`src/rtl/mdns_query_matcher_unit_assert.svh`:
```
// Assertion macros shared by the query matcher RTL.
// No dependencies; included by modules that carry checks.
`ifndef MDNS_QUERY_MATCHER_UNIT_ASSERT_SVH
`define MDNS_QUERY_MATCHER_UNIT_ASSERT_SVH

// antecedent implies consequent in the same cycle
`define MQM_ASSERT_NOW(label, ante, cons, msg) \
    label: assert property (@(posedge clk) disable iff (!rst_n) (ante) |-> (cons)) \
        else $error(msg);

// antecedent implies consequent in the next cycle
`define MQM_ASSERT_NEXT(label, ante, cons, msg) \
    label: assert property (@(posedge clk) disable iff (!rst_n) (ante) |=> (cons)) \
        else $error(msg);

`endif

```
`src/rtl/mqm_pkg.sv`:
```
// Types and constants for the mDNS query matcher.
// No dependencies.
package mqm_pkg;

    localparam logic [1:0] FUNC_PACKET = 2'd0;
    localparam logic [1:0] FUNC_NAME   = 2'd1;
    localparam logic [1:0] FUNC_ENTRY  = 2'd2;

    localparam logic [1:0] TC_TYPE_HI  = 2'd0;
    localparam logic [1:0] TC_TYPE_LO  = 2'd1;
    localparam logic [1:0] TC_CLASS_HI = 2'd2;
    localparam logic [1:0] TC_CLASS_LO = 2'd3;

    localparam int          HDR_BYTES  = 12;
    localparam logic [7:0]  FLAG_MASK  = 8'hf8;
    localparam logic [7:0]  PTR_MASK   = 8'hc0;
    localparam logic [15:0] TYPE_A     = 16'd1;
    localparam logic [15:0] TYPE_ANY   = 16'd255;
    localparam logic [15:0] CLASS_IN   = 16'd1;
    localparam logic [15:0] CLASS_ANY  = 16'd255;
    localparam logic [15:0] CLASS_MASK = 16'h7fff;

    typedef struct packed {
        logic [1:0]  func;
        logic [7:0]  data_byte;
        logic        end_of_packet;
        logic [3:0]  entry;
        logic [7:0]  name_pos;
        logic [7:0]  name_len;
        logic [31:0] host_addr;
    } req_t;

    typedef struct packed {
        logic [15:0] query_id;
        logic [4:0]  answer_index;
        logic [5:0]  answer_count;
        logic [3:0]  record_entry;
        logic [31:0] record_addr;
        logic        last_answer;
    } ans_t;

    typedef struct packed {
        logic       accept;
        logic       hdr_step;
        logic       hdr_fin;
        logic       q_begin;
        logic       len_label;
        logic       len_ptr;
        logic       len_end;
        logic       ptr_follow;
        logic       lab_byte;
        logic       tc_byte;
        logic [1:0] tc_sel;
        logic       q_inc;
        logic       ent_first;
        logic       ent_inc;
        logic       cmp_begin;
        logic       cmp_byte;
        logic       found;
        logic       emit_begin;
        logic       emit;
        logic       finish;
    } cmd_t;

    typedef struct packed {
        logic pkt_end;
        logic short_pkt;
        logic hdr_last;
        logic hdr_ok;
        logic q_done;
        logic none_matched;
        logic byte_ok;
        logic dom_full;
        logic is_ptr;
        logic is_zero;
        logic depth_ok;
        logic lab_last;
        logic tc_ok;
        logic ent_end;
        logic ent_cand;
        logic cmp_eq;
        logic cmp_last;
        logic ml_full;
        logic emit_last;
    } status_t;

endpackage

```
`src/rtl/mqm_ctrl.sv`:
```
// Parse sequencer for the mDNS query matcher.
// Depends on mqm_pkg and mdns_query_matcher_unit_assert.svh.
`include "mdns_query_matcher_unit_assert.svh"

module mqm_ctrl (
    input  logic            clk,
    input  logic            rst_n,
    input  logic            start,
    input  mqm_pkg::status_t status,
    output mqm_pkg::cmd_t   cmd,
    output logic            busy
);
    localparam logic [4:0] S_IDLE   = 5'd0;
    localparam logic [4:0] S_HDR0   = 5'd1;
    localparam logic [4:0] S_HDR    = 5'd2;
    localparam logic [4:0] S_HDRCHK = 5'd3;
    localparam logic [4:0] S_QSTART = 5'd4;
    localparam logic [4:0] S_LEN    = 5'd5;
    localparam logic [4:0] S_PTR    = 5'd6;
    localparam logic [4:0] S_LAB    = 5'd7;
    localparam logic [4:0] S_T0     = 5'd8;
    localparam logic [4:0] S_T1     = 5'd9;
    localparam logic [4:0] S_C0     = 5'd10;
    localparam logic [4:0] S_C1     = 5'd11;
    localparam logic [4:0] S_QCHK   = 5'd12;
    localparam logic [4:0] S_ENT    = 5'd13;
    localparam logic [4:0] S_CMP    = 5'd14;
    localparam logic [4:0] S_FOUND  = 5'd15;
    localparam logic [4:0] S_EMIT   = 5'd16;

    logic [4:0] state_reg;
    logic [4:0] state_next;

    always_comb
    begin
        state_next = state_reg;
        cmd        = '0;
        unique case (state_reg)
            S_IDLE:
            begin
                if (start)
                begin
                    cmd.accept = 1'b1;
                    if (status.pkt_end)
                    begin
                        state_next = S_HDR0;
                    end
                end
            end
            S_HDR0:
            begin
                if (status.short_pkt)
                begin
                    cmd.finish = 1'b1;
                    state_next = S_IDLE;
                end
                else
                begin
                    state_next = S_HDR;
                end
            end
            S_HDR:
            begin
                cmd.hdr_step = 1'b1;
                if (status.hdr_last)
                begin
                    state_next = S_HDRCHK;
                end
            end
            S_HDRCHK:
            begin
                if (status.hdr_ok)
                begin
                    cmd.hdr_fin = 1'b1;
                    state_next  = S_QSTART;
                end
                else
                begin
                    cmd.finish = 1'b1;
                    state_next = S_IDLE;
                end
            end
            S_QSTART:
            begin
                if (!status.q_done)
                begin
                    cmd.q_begin = 1'b1;
                    state_next  = S_LEN;
                end
                else if (status.none_matched)
                begin
                    cmd.finish = 1'b1;
                    state_next = S_IDLE;
                end
                else
                begin
                    cmd.emit_begin = 1'b1;
                    state_next     = S_EMIT;
                end
            end
            S_LEN:
            begin
                if (!status.byte_ok)
                begin
                    cmd.finish = 1'b1;
                    state_next = S_IDLE;
                end
                else if (status.is_ptr)
                begin
                    cmd.len_ptr = 1'b1;
                    state_next  = S_PTR;
                end
                else if (status.dom_full)
                begin
                    cmd.finish = 1'b1;
                    state_next = S_IDLE;
                end
                else if (status.is_zero)
                begin
                    cmd.len_end = 1'b1;
                    state_next  = S_T0;
                end
                else
                begin
                    cmd.len_label = 1'b1;
                    state_next    = S_LAB;
                end
            end
            S_PTR:
            begin
                if (!status.byte_ok || !status.depth_ok)
                begin
                    cmd.finish = 1'b1;
                    state_next = S_IDLE;
                end
                else
                begin
                    cmd.ptr_follow = 1'b1;
                    state_next     = S_LEN;
                end
            end
            S_LAB:
            begin
                if (!status.byte_ok || status.dom_full)
                begin
                    cmd.finish = 1'b1;
                    state_next = S_IDLE;
                end
                else
                begin
                    cmd.lab_byte = 1'b1;
                    if (status.lab_last)
                    begin
                        state_next = S_LEN;
                    end
                end
            end
            S_T0, S_T1, S_C0, S_C1:
            begin
                if (!status.byte_ok)
                begin
                    cmd.finish = 1'b1;
                    state_next = S_IDLE;
                end
                else
                begin
                    cmd.tc_byte = 1'b1;
                    unique case (state_reg)
                        S_T0:
                        begin
                            cmd.tc_sel = mqm_pkg::TC_TYPE_HI;
                            state_next = S_T1;
                        end
                        S_T1:
                        begin
                            cmd.tc_sel = mqm_pkg::TC_TYPE_LO;
                            state_next = S_C0;
                        end
                        S_C0:
                        begin
                            cmd.tc_sel = mqm_pkg::TC_CLASS_HI;
                            state_next = S_C1;
                        end
                        default:
                        begin
                            cmd.tc_sel = mqm_pkg::TC_CLASS_LO;
                            state_next = S_QCHK;
                        end
                    endcase
                end
            end
            S_QCHK:
            begin
                if (status.tc_ok)
                begin
                    cmd.ent_first = 1'b1;
                    state_next    = S_ENT;
                end
                else
                begin
                    cmd.q_inc  = 1'b1;
                    state_next = S_QSTART;
                end
            end
            S_ENT:
            begin
                if (status.ent_end)
                begin
                    cmd.q_inc  = 1'b1;
                    state_next = S_QSTART;
                end
                else if (status.ent_cand)
                begin
                    cmd.cmp_begin = 1'b1;
                    state_next    = S_CMP;
                end
                else
                begin
                    cmd.ent_inc = 1'b1;
                end
            end
            S_CMP:
            begin
                if (!status.cmp_eq)
                begin
                    cmd.ent_inc = 1'b1;
                    state_next  = S_ENT;
                end
                else if (status.cmp_last)
                begin
                    state_next = S_FOUND;
                end
                else
                begin
                    cmd.cmp_byte = 1'b1;
                end
            end
            S_FOUND:
            begin
                if (status.ml_full)
                begin
                    cmd.finish = 1'b1;
                    state_next = S_IDLE;
                end
                else
                begin
                    cmd.found  = 1'b1;
                    state_next = S_QSTART;
                end
            end
            S_EMIT:
            begin
                cmd.emit = 1'b1;
                if (status.emit_last)
                begin
                    cmd.finish = 1'b1;
                    state_next = S_IDLE;
                end
            end
            default:
            begin
                state_next = S_IDLE;
            end
        endcase
    end

    always_ff @(posedge clk or negedge rst_n)
    begin
        if (!rst_n)
        begin
            state_reg <= S_IDLE;
        end
        else
        begin
            state_reg <= state_next;
        end
    end

    assign busy = (state_reg != S_IDLE);

    `MQM_ASSERT_NOW(a_lab_safe, cmd.lab_byte, status.byte_ok && !status.dom_full, "label byte taken past bounds")
    `MQM_ASSERT_NOW(a_found_room, cmd.found, !status.ml_full, "match list overrun")
    `MQM_ASSERT_NEXT(a_emit_end, cmd.emit && status.emit_last, state_reg == S_IDLE, "emit did not end")
    `MQM_ASSERT_NOW(a_cmp_safe, state_reg == S_CMP, !status.ent_end, "compare on missing entry")
endmodule

```
`config.mk`:
```
export PLATFORM = sky130hd
export DESIGN_NAME = mqm_ctrl
export DESIGN_NICKNAME = d
export VERILOG_FILES = /design/src/rtl/mqm_pkg.sv /design/src/rtl/mqm_ctrl.sv
export VERILOG_INCLUDE_DIRS = /design/src /design/src/rtl
export SDC_FILE = /design/constraint.sdc
export NUM_CORES = 1
export LEC_CHECK = 0
export BUFFER_PORTS_ARGS = -buffer_cell sky130_fd_sc_hd__buf_2
export CAP_MARGIN = 30
export CORE_UTILIZATION = 24
export CTS_CLUSTER_DIAMETER = 80
export DETAILED_ROUTE_END_ITERATION = 8
export HOLD_SLACK_MARGIN = 0.05
export PLACE_DENSITY_LB_ADDON = 0.25
export SLEW_MARGIN = 20
export SYNTH_ARGS = -nofsm -noshare
export SYNTH_HDL_FRONTEND = slang
export SYNTH_SLANG_ARGS = --single-unit
```
`constraint.sdc`:
```
create_clock -name clk -period 4.9 [get_ports clk]
set_input_delay 1.225 -clock clk [delete_from_list [all_inputs] [get_ports clk]]
set_output_delay 1.225 -clock clk [all_outputs]
set_load 0.01 [all_outputs]
```
## Word level (Yosys, flattened, before mapping)

Cells that the tools add are included.
W data, S select, Z words.

| storage, ports and cells | value |
|---|---|
| register bits | 5 |
| latch bits | 0 |
| bits in writable memories | 0 |
| ROM bits | 0 |
| input port bits | 22 |
| output and inout bits | 22 |
| logic and storage cells | 112 |
| memories | 0 |

| operators by class | value |
|---|---|
| add/subtract/negate cells | 0 |
| multiply operators | 0 |
| divide/modulo/power cells | 0 |
| order comparisons | 0 |
| eq/ne operators | 23 |
| shift operators | 0 |
| mux-type cells | 80 |
| bitwise operators | 0 |
| reduce and logical (&&, ||, !) cells | 8 |

Operator list:

| cell | number |
|---|---|
| $mux W5 | 16 |
| $pmux W5 S14 | 1 |
| $mux W1 | 47 |
| $eq A5 B4 Y1 const B | 8 |
| $mux W3 | 7 |
| $eq A5 B3 Y1 const B | 4 |
| $eq A5 B2 Y1 const B | 2 |
| $ne A3 B3 Y1 const B | 3 |
| $pmux W1 S9 | 1 |
| $pmux W3 S3 | 1 |
| $mux W4 | 2 |
| $ne A2 B2 Y1 const B | 4 |
| $reduce_and A7 Y1 | 1 |
| $pmux W2 S3 | 1 |
| $eq A5 B1 Y1 const B | 1 |
| $eq A5 B5 Y1 const B | 1 |
| $logic_not A5 Y1 | 1 |
| $reduce_bool A5 Y1 | 1 |
| $mux W2 | 2 |
| $pmux W1 S2 | 2 |
| $reduce_or A4 Y1 | 1 |
| $logic_not A1 Y1 | 2 |
| $logic_or A1 B1 Y1 | 2 |

## Logic depth before layout (Yosys ltp)

Gate-level depths: netlist of the first run.

| depth | value |
|---|---|
| word-level depth | 5 |
| depth in mapped cells | 7 |
| gate-level depth less buffers | 5 |

## Worst setup path before layout of the first run

No wires, ideal clock.

| timing path | value |
|---|---|
| path type | input to output |
| from | input port status[12] in the netlist's numbering |
| to | output port cmd[14] in the netlist's numbering |
| data arrival time | 2.229 ns |
| data required time | 3.675 ns |
| setup slack | 1.446 ns |
| stages | 3 |
| path buffers | 0 |
| cell sequence | inv_1 or3_1 nor4b_1 |

RTL lines:

| what | line | RTL |
|---|---|---|
| from (decl) | mqm_ctrl.sv:9 | `input mqm_pkg::status_t status,` |
| to (decl) | mqm_ctrl.sv:10 | `output mqm_pkg::cmd_t cmd,` |

==> results of run 1 <==
-- cells in the mapped netlist (all sizes together) (2+ instances only) --
| master | number |
|---|---|
| a21oi | 5 |
| a31oi | 3 |
| and2 | 2 |
| and3 | 4 |
| buf | 3 |
| clkbuf | 4 |
| dfrtp | 5 |
| inv | 4 |
| nand2 | 5 |
| nand2b | 4 |
| nand3 | 3 |
| nand3b | 3 |
| nand4 | 3 |
| nor2 | 11 |
| nor2b | 3 |
| nor3 | 5 |
| nor3b | 3 |
| nor4 | 3 |
| nor4b | 2 |
| o21ai | 4 |
| or3 | 3 |
| or3b | 3 |
| or4 | 2 |
-- kinds of logic (layout without fill, tap and decap cells) --
| family | after synthesis | in the layout | share of synthesized area, % |
|---|---|---|---|
| buffers and inverters | 11 | 51 | 7.77 |
| AND/OR/NAND/NOR | 62 | 62 | 52.9 |
| AO/OA/AOI/OAI | 21 | 21 | 19.1 |
| flip-flops | 5 | 5 | 16.9 |
| multiplexers | 2 | 2 | 3.38 |
-- through the flow --
step / hold slack [ps] / instances / util [%] / setup slack (ps) / area (um2)
3_5_place_dp: 819 / 168 / 33.7 / 1250 / 952
3_3_place_gp: 825 / 168 / 33.7 / 1300 / 952
5_1_grt: 784 / 172 / 34.6 / 1130 / 978
6_report: 788 / 172 / 34.6 / 1220 / 978
4_1_cts: 786 / 172 / 34.6 / 1250 / 978
2_1_floorplan: 698 / 101 / - / 1450 / 741
-- layout make-up --
type | count | area (um2) | share of cell area (%)
sequential | 5 | 125 | 12.8
tap | 31 | 38.8 | 3.96
multi-input combinational | 85 | 558 | 57.0
inverter | 4 | 15.0 | 1.53
timing repair buffer | 43 | 215 | 22.0
clock buffer | 4 | 26.3 | 2.69
-- routing by layer --
| layer | GRT usage (%) | vias up | part of all wire [%] |
|---|---|---|---|
| li1 | - | 466 | - |
| met2 | 24.8 | 49 | 48 |
| met1 | 20.1 | 419 | 42 |
| met5 | 0 | - | 0 |
| met4 | 6.62 | 0 | 1.8 |
| met3 | 2.04 | 4 | 8.3 |
-- worst max-delay path by stage --
stage	start	to	depth (start not counted)	slack, ps
2_1_floorplan	status[12]	cmd[14]	3	1450
3_3_place_gp	status[12]	cmd[14]	5	1300
3_5_place_dp	status[12]	cmd[14]	5	1250
4_1_cts	status[12]	cmd[14]	5	1250
5_1_grt	status[12]	cmd[14]	5	1130
6_report	status[12]	cmd[14]	5	1220
-- power by group through the flow --
stage               Sequential, mW  Clock, mW  Combinational, mW
finish                      0.0978     0.0474              0.205
global route                 0.103     0.0524              0.230
CTS                         0.0972     0.0491              0.206
detailed placement          0.0983          0              0.205
global placement            0.0982          0              0.206
floorplan                   0.0574          0              0.195
==> impl_results.md, run 1 <==
- WS Path Type: input pin to primary output
- Grt ovf: 0
- Commonest non-fill, non-tap cell in the layout: buf_2
- Clk pwr share: between 10% and 20%
- Routed Antenna Nets: 0
- NumNets Final: 164
- Root Driver: clkbuf_4
- Mapped Avg Cell Area: 7.33 um2
- Die H: 57.6 um
- DP HPWL: 1.99 mm
- Post-Syn Nets: ~120
- GRT Total Usage: 15.2%
- Top delay family on crit path: simple AND/OR/NAND/NOR gates
- Worst reg-to-reg setup slack: 2620 ps
- Reg power frac: 27.9%
- Buffers & Inverters on Critical Path: 3
- Post-Synthesis Cells: 101
- Largest net degree at the start of global routing: 21
- P_int: 0.182 mW
- Cell taking the most area after synthesis: dfrtp_1
- Initial core utilization: about a quarter
- R2R cell count: 5
- Switch share: 48.0%
- Via count: 938
- Final Cycle Share: 75.1%
- Post-Route WL: approximately 2.5 mm
- Peak VDD IR: approximately 0.13 mV
- Worst path most repeated cell: buf_2
- Achievable frequency: about 0.27 GHz
- Failing checks: DRC
- GPL Wtd Cong: 0.859
- First-pass GRT wire length: 3.99 mm
- Ant diodes: 0
- Async SR Flop Fraction: 100%
- Post-CTS Resized: 0
- DR WL/cell: 14.7 um
- DR DRC count: 2
- Initial antenna violation count: 0
- Hold crit path type: input pin to async pin
- Switching Power: 0.168 mW
- Reg-to-reg startpoint: state_reg[0]$_DFFE_PN0P_
- Clock latency on the worst-skew pair: 240 ps
- Share of cells above drive strength 1: a little under two fifths
- DR vias/cell: 5.45
- Die Wd: 57.6 um
- Max-slew headroom: 60.0%
- Detailed Route Iter0 Violations: 44
- Distinct cells, synth: 42
- Minimum clock period: approximately 3700 ps
- Layout fillers: 321
- Post-CTS Hold Fix Bufs: 0
- Row cnt: 19
- Startpoint types: input pin
- Total Power: 0.350 mW
- CTS max path bufs: 2
- Final hold vios: 0
- Sequential area share after synthesis: between 15 and 20%
- CTS H-tree lvls: 1
- Core area: 2830 um2
- Vias in the first global route: 905
- Die ar.: 3310 um2
- Final Setup Violations: 0
- Register bit total from synthesis: 5
- Setup_tns: 0 ps
- Status: complete, but fails checks
- Largest stage delay, worst path: around 430 ps
- EDFF count, synth: 0
- LEAKAGE: 0.508 nW
- Cell area after synthesis: 741 um2
- Most frequent cells in the layout: buf_2, nor2_1
- Clock Pin Slew Worst Setup and Hold Paths: 40 ps
- Max-slew violation count: 0
- Combinational share of power: 58.6%
- Crit path cell chain: buf_2 > inv_1 > or3_1 > nor4b_1 > buf_2
- DRT Pass-1 Iters: 7
- Max Cap Viol: 0
- Sink Count: 5
- Slew @ Worst Pin: ~600 ps
- Area contributors post-synth: dfrtp_1, nor2_1, a21oi_1
- P&R area growth vs syn: 32.1%
- Crit path DAT: 2450 ps
- Req. time, crit path: between 3000 and 4000 ps
- CP max-delay cell: or3_1
- Setup skew after layout: 1.22 ps
- Yosys warns: 0
- Cell Pwr Density: 358 nW/um2
- Total I/O pin count: between 40 and 50
- CP Capture Type: primary output
- Critical R2R Capture: state_reg[1]$_DFFE_PN0P_
- Input/output buffers: 43
- Post-synth top area share: 16.9%
- Total CTS buffers: 3
- Synth Flop Type: dfrtp_1
- Post-CTS Repair Setup Buffers: 0
- Critical-path maximum fanout: 5
- Largest register FFs: 5
- CTS tree: yes
- RSZ-0062 raised after global routing: no
Note: power is estimated with default switching activity, not from simulation.
==> run 2: changes to the inputs <==
==> constraint.sdc (replaced) <==
create_clock -name clk -period 3 [get_ports clk]
set_input_delay 0.75 -clock clk [delete_from_list [all_inputs] [get_ports clk]]
set_output_delay 0.75 -clock clk [all_outputs]
set_load 0.01 [all_outputs]
==> run 2 against run 1 <==
The flow still finishes with violations (DRC). Global-route usage grew 0.35 points. Critical endpoint unchanged. Combinational power up 84%. Hold slack worse by 490 ps. Clock skew increased by 5.3 ps. Clock power grew 71%. Highest routed layer unchanged. Flip-flop and latch count stayed put.
==> impl_results.md, run 2 (synthesis gave the netlist of run 1 again) <==
- Most frequent cells in the layout: buf_2, nor2_1
- Total I/O pin count: 44 (unchanged)
- Top delay family on crit path: simple AND/OR/NAND/NOR gates
- Layout fillers: 317 (-1.2%)
- Clock latency on the worst-skew pair: 250 ps (about the same)
- Ant diodes: 0 (unchanged)
- Max-slew violation count: 0 (unchanged)
- Grt ovf: 0 (unchanged)
- Failing checks: DRC
- Total CTS buffers: 3 (unchanged)
- Req. time, crit path: 2250 ps (-1420 ps)
- Input/output buffers: 43 (unchanged)
- Commonest non-fill, non-tap cell in the layout: buf_2
- NumNets Final: 167 (+1.8%)
- Crit path DAT: 1990 ps (-460 ps)
- Largest net degree at the start of global routing: 17 (-19%)
- Clock Pin Slew Worst Setup and Hold Paths: 50 ps (about the same)
- Die ar.: 3310 um2 (unchanged)
- Final Cycle Share: 91.4%
- Placement Setup Slack: 262 ps (-987 ps)
- Post-CTS Repair Setup Buffers: 0 (unchanged)
- Post-CTS Resized: 0 (unchanged)
- Detailed Route Iter0 Violations: 40 (-9.1%)
- Largest stage delay, worst path: 440 ps (about the same)
- CP max-delay cell: or3_1
- Vias in the first global route: 889 (-1.8%)
- Max Cap Viol: 0 (unchanged)
- Multi-input logic area: 558 um2 (unchanged)
- LEAKAGE: 0.522 nW (+2.8%)
- GRT Total Usage: 15.6% (+0.35 points)
- DR DRC count: 2 (unchanged)
- Startpoint types: input pin
- Initial antenna violation count: 0 (unchanged)
- DR WL/cell: 14.5 um (-1.4%)
- Largest register FFs: 5 (unchanged)
- Achievable frequency: 0.365 GHz
- Setup skew after layout: 6.53 ps (+5.31 ps)
- Peak VDD IR: 0.169 mV (+28%)
- R2R cell count: 5 (unchanged)
- Setup_tns: 0 ps (unchanged)
- Initial core utilization: 26.2% (unchanged)
- Slew @ Worst Pin: 528 ps (-72.0 ps)
- Critical R2R Capture: state_reg[1]$_DFFE_PN0P_
- Worst path depth: 5 (unchanged)
- P&R area growth vs syn: 35.1%
- Final Setup Violations: 0 (unchanged)
- CP Capture Type: primary output
- Hold crit path type: input pin to async pin
- Worst Setup EP: cmd[14]
- Post-Route WL: 2.53 mm (+0.28%)
- Total Power: 0.598 mW (+71%)
- Reg-to-reg startpoint: state_reg[1]$_DFFE_PN0P_
- Status: complete, but fails checks
- CTS H-tree lvls: 1 (unchanged)
- WS Path Type: input pin to primary output
- Final hold vios: 0 (unchanged)
- First-pass GRT wire length: 4.05 mm (+1.6%)
- Post-CTS Hold Fix Bufs: 0 (unchanged)
- DRT Pass-1 Iters: 6 (-1)
- Crit path cell chain: buf_2 > inv_1 > or3_1 > nor4b_1 > buf_2
- Row cnt: 19 (unchanged)
- Buffers & Inverters on Critical Path: 3 (unchanged)
- Die Wd: 57.6 um (unchanged)
- Routed Antenna Nets: 0 (unchanged)
- CTS tree: yes
- GPL Wtd Cong: 0.812 (-5.4%)
- Sink Count: 5 (unchanged)
- Core area: 2830 um2 (unchanged)
- Root Driver: clkbuf_4
- Die H: 57.6 um (unchanged)
- Worst setup margin: 259 ps (-962 ps)
- Reg area: 125 um2 (unchanged)
- Share of cells above drive strength 1: 38.9% (+1.3 points)
- Cell Pwr Density: 598 nW/um2 (+67%)
- Worst reg-to-reg setup slack: 860 ps (-1760 ps)
- RSZ-0062 raised after global routing: no
- Minimum clock period: 2740 ps
- Worst path most repeated cell: buf_2
- CTS max path bufs: 2 (unchanged)
- DP HPWL: 2.09 mm (+5.1%)
- Hold slack final: 301 ps (-488 ps)
- Critical-path maximum fanout: 5 (unchanged)
- Max-slew headroom: 64.3% (+4.3 points)
- Crit path launch: status[12]
- DR vias/cell: 5.51 (+1.0%)
- Via count: 964 (+2.8%)
## run 2: changes by cell type in the layout (fill, tap and decap cells not counted)
| cell | previous run | this run |
|---|---|---|
| buf_4 | 0 | 3 |
## run 2: where the power goes
part,switching (mW),total (mW),internal [mW]
logic,0.197,0.378,0.181
clock network,0.0307,0.0812,0.0505
registers,0.0545,0.139,0.0846
total,0.282,0.598,0.316
## run 2: how the worst min path moves through the flow
stage                     depth (start not counted)  start  slack, ps                       end
after floorplan                                   0  rst_n        450  state_reg[0]$_DFFE_PN0P_
after global placement                            1  rst_n        570  state_reg[2]$_DFFE_PN0P_
after detailed placement                          1  rst_n        570  state_reg[2]$_DFFE_PN0P_
after CTS                                         1  rst_n        300  state_reg[3]$_DFFE_PN0P_
after global routing                              1  rst_n        300  state_reg[3]$_DFFE_PN0P_
final                                             1  rst_n        300  state_reg[2]$_DFFE_PN0P_
## run 2: per-layer routing
layer | GRT usage [%] | wire [um] | part of all wire, %
met2 | 25.2 | 1240 | 49
met5 | 0 | 0 | 0
met3 | 2.49 | 147 | 5.8
met1 | 21.4 | 1130 | 45
met4 | 4.18 | 15 | 0.59
## run 2: final cells by class
cell class | count | share of cell area [%]
Inverter | 4 | 1.50
Clock buffer | 4 | 2.63
Timing Repair Buffer | 46 | 23.8
Sequential cell | 5 | 12.5
Tap cell | 31 | 3.88
Multi-Input combinational cell | 85 | 55.7
## run 2: per-stage QoR
step / instances / cell area, um2 / utilization [%]
after detailed placement: 171 / 975 / 34.5
after floorplan: 101 / 741 / -
after global placement: 171 / 975 / 34.5
after global routing: 175 / 1000 / 35.4
after CTS: 175 / 1000 / 35.4
final: 175 / 1000 / 35.4
==> run 3: changes to the inputs <==
--- a/config.mk
+++ b/config.mk
@@ -8,7 +8,7 @@
 export LEC_CHECK = 0
 export BUFFER_PORTS_ARGS = -buffer_cell sky130_fd_sc_hd__buf_2
 export CAP_MARGIN = 30
-export CORE_UTILIZATION = 24
+export CORE_UTILIZATION = 38
 export CTS_CLUSTER_DIAMETER = 80
 export DETAILED_ROUTE_END_ITERATION = 8
 export HOLD_SLACK_MARGIN = 0.05
==> run 3 against run 2 <==
The run now ends clean. Register-to-register slack about the same. Highest routed layer unchanged. Clock skew is 2.8 ps lower. Hold slack gained 6.0 ps.
==> impl_results.md, run 3 (synthesis gave the netlist of run 1 again) <==
- DP HPWL: 1.89 mm (-9.7%)
- DR DRC count: 0 (-2)
- Final hold vios: 0 (unchanged)
- Vias in the first global route: 857 (-3.6%)
- Setup skew after layout: 3.69 ps (-2.84 ps)
- Commonest non-fill, non-tap cell in the layout: buf_2
- Top delay family on crit path: simple AND/OR/NAND/NOR gates
- DR WL/cell: 14.3 um (-1.4%)
- Row cnt: 15 (-4)
- First-pass GRT wire length: 3.86 mm (-4.8%)
- Final Setup Violations: 0 (unchanged)
- Crit path cell chain: buf_2 > inv_1 > or3_1 > nor4b_1 > buf_2
- Largest stage delay, worst path: 430 ps (about the same)
- WS Path Type: input pin to primary output
- Most frequent cells in the layout: buf_2, nor2_1
- Routed Antenna Nets: 0 (unchanged)
- DR vias/cell: 5.85 (+6.1%)
- Largest register FFs: 5 (unchanged)
- Cell Pwr Density: 601 nW/um2 (+0.60%)
- Max-slew headroom: 59.4% (-4.9 points)
- Die Wd: 46.2 um (-20%)
- Crit path DAT: 1950 ps (-40 ps)
- Peak VDD IR: 0.404 mV (+140%)
- Core area: 1780 um2 (-37%)
- Die H: 46.2 um (-20%)
- Grt ovf: 0 (unchanged)
- Share of cells above drive strength 1: 38.9% (unchanged)
- CP max-delay cell: or3_1
- Die ar.: 2130 um2 (-36%)
- RSZ-0062 raised after global routing: no
- GPL Wtd Cong: 0.931 (+15%)
- Detailed Route Iter0 Violations: 37 (-7.5%)
- Ant diodes: 0 (unchanged)
- Critical-path maximum fanout: 5 (unchanged)
- Via count: 988 (+2.5%)
- Req. time, crit path: 2250 ps (about the same)
- Buffers & Inverters on Critical Path: 3 (unchanged)
- Final cell count without fillers: 169 (-3.4%)
- CTS H-tree lvls: 1 (unchanged)
- Startpoint types: input pin
- Hold slack final: 307 ps (+6.02 ps)
- Worst path most repeated cell: buf_2
- Initial core utilization: 41.5% (+15 points)
- Post-CTS Hold Fix Bufs: 0 (unchanged)
- Minimum clock period: 2700 ps (-36.5 ps)
- Status: finished clean
- Hold crit path type: input pin to async pin
- LEAKAGE: 0.522 nW (unchanged)
- Initial antenna violation count: 0 (unchanged)
- Max-slew violation count: 0 (unchanged)
- CTS tree: yes
- Sink Count: 5 (unchanged)
- Largest net degree at the start of global routing: 17 (unchanged)
- Root Driver: clkbuf_4
- Slew @ Worst Pin: 604 ps (+75.8 ps)
- Placed instance count: 165 (-3.5%)
- Achievable frequency: 0.370 GHz (+1.3%)
- P&R area growth vs syn: 34.1%
- Post-CTS Resized: 0 (unchanged)
- Layout fillers: 187 (-41%)
- Setup_tns: 0 ps (unchanged)
- Total CTS buffers: 3 (unchanged)
- CP Capture Type: primary output
- Clock Pin Slew Worst Setup and Hold Paths: 50 ps (about the same)
- Total Power: 0.597 mW (-0.15%)
- Total I/O pin count: 44 (unchanged)
- Max Cap Viol: 0 (unchanged)
- NumNets Final: 167 (unchanged)
- Input/output buffers: 43 (unchanged)
- Post-Route WL: 2.41 mm (-4.8%)
- Worst reg-to-reg setup slack: 870 ps (about the same)
- GRT Total Usage: 25.1% (+9.5 points)
- Final Cycle Share: 90.2% (-1.2 points)
- Clock latency on the worst-skew pair: 240 ps (about the same)
- DRT Pass-1 Iters: 4 (-2)
- CTS max path bufs: 2 (unchanged)
- Post-CTS Repair Setup Buffers: 0 (unchanged)
## run 3: per-layer routing
layer	share of wire, %	GRT usage, %
met2	47	40.0
met5	0	0
met1	44	33.5
met3	7.7	3.92
met4	1.5	10.0
## run 3: final timing paths
path                                           from                       end  depth (start not counted)
setup reg to reg           state_reg[4]$_DFFE_PN0P_  state_reg[1]$_DFFE_PN0P_                          5
min in group clk           state_reg[4]$_DFFE_PN0P_  state_reg[0]$_DFFE_PN0P_                          1
hold reg to reg            state_reg[4]$_DFFE_PN0P_  state_reg[0]$_DFFE_PN0P_                          1
max in group asynchronous                     rst_n  state_reg[0]$_DFFE_PN0P_                          1
hold / removal                                rst_n  state_reg[1]$_DFFE_PN0P_                          1
setup / recovery                         status[12]                   cmd[14]                          5
## run 3: per-stage QoR
step,cell area [um2],utilization [%],worst slack (ps)
floorplan,741,-,496
global placement,967,54.2,357
detailed placement,967,54.2,296
CTS,993,55.7,298
global route,993,55.7,123
finish,993,55.7,295
## run 3: layout make-up
cell class	count	area [um2]	area share, %
inverters	4	15.0	1.51
clock buffers	4	26.3	2.64
well taps	25	31.3	3.15
multi-input cells	85	558	56.2
repair buffers	46	238	23.9
flip-flops and latches	5	125	12.6
## run 3: report_power, final
part	leakage, nW	switching, mW	internal, mW
clock	0.0150	0.0294	0.0504
sequential	0.0669	0.0559	0.0845
combinational	0.440	0.196	0.181
total	0.522	0.281	0.316
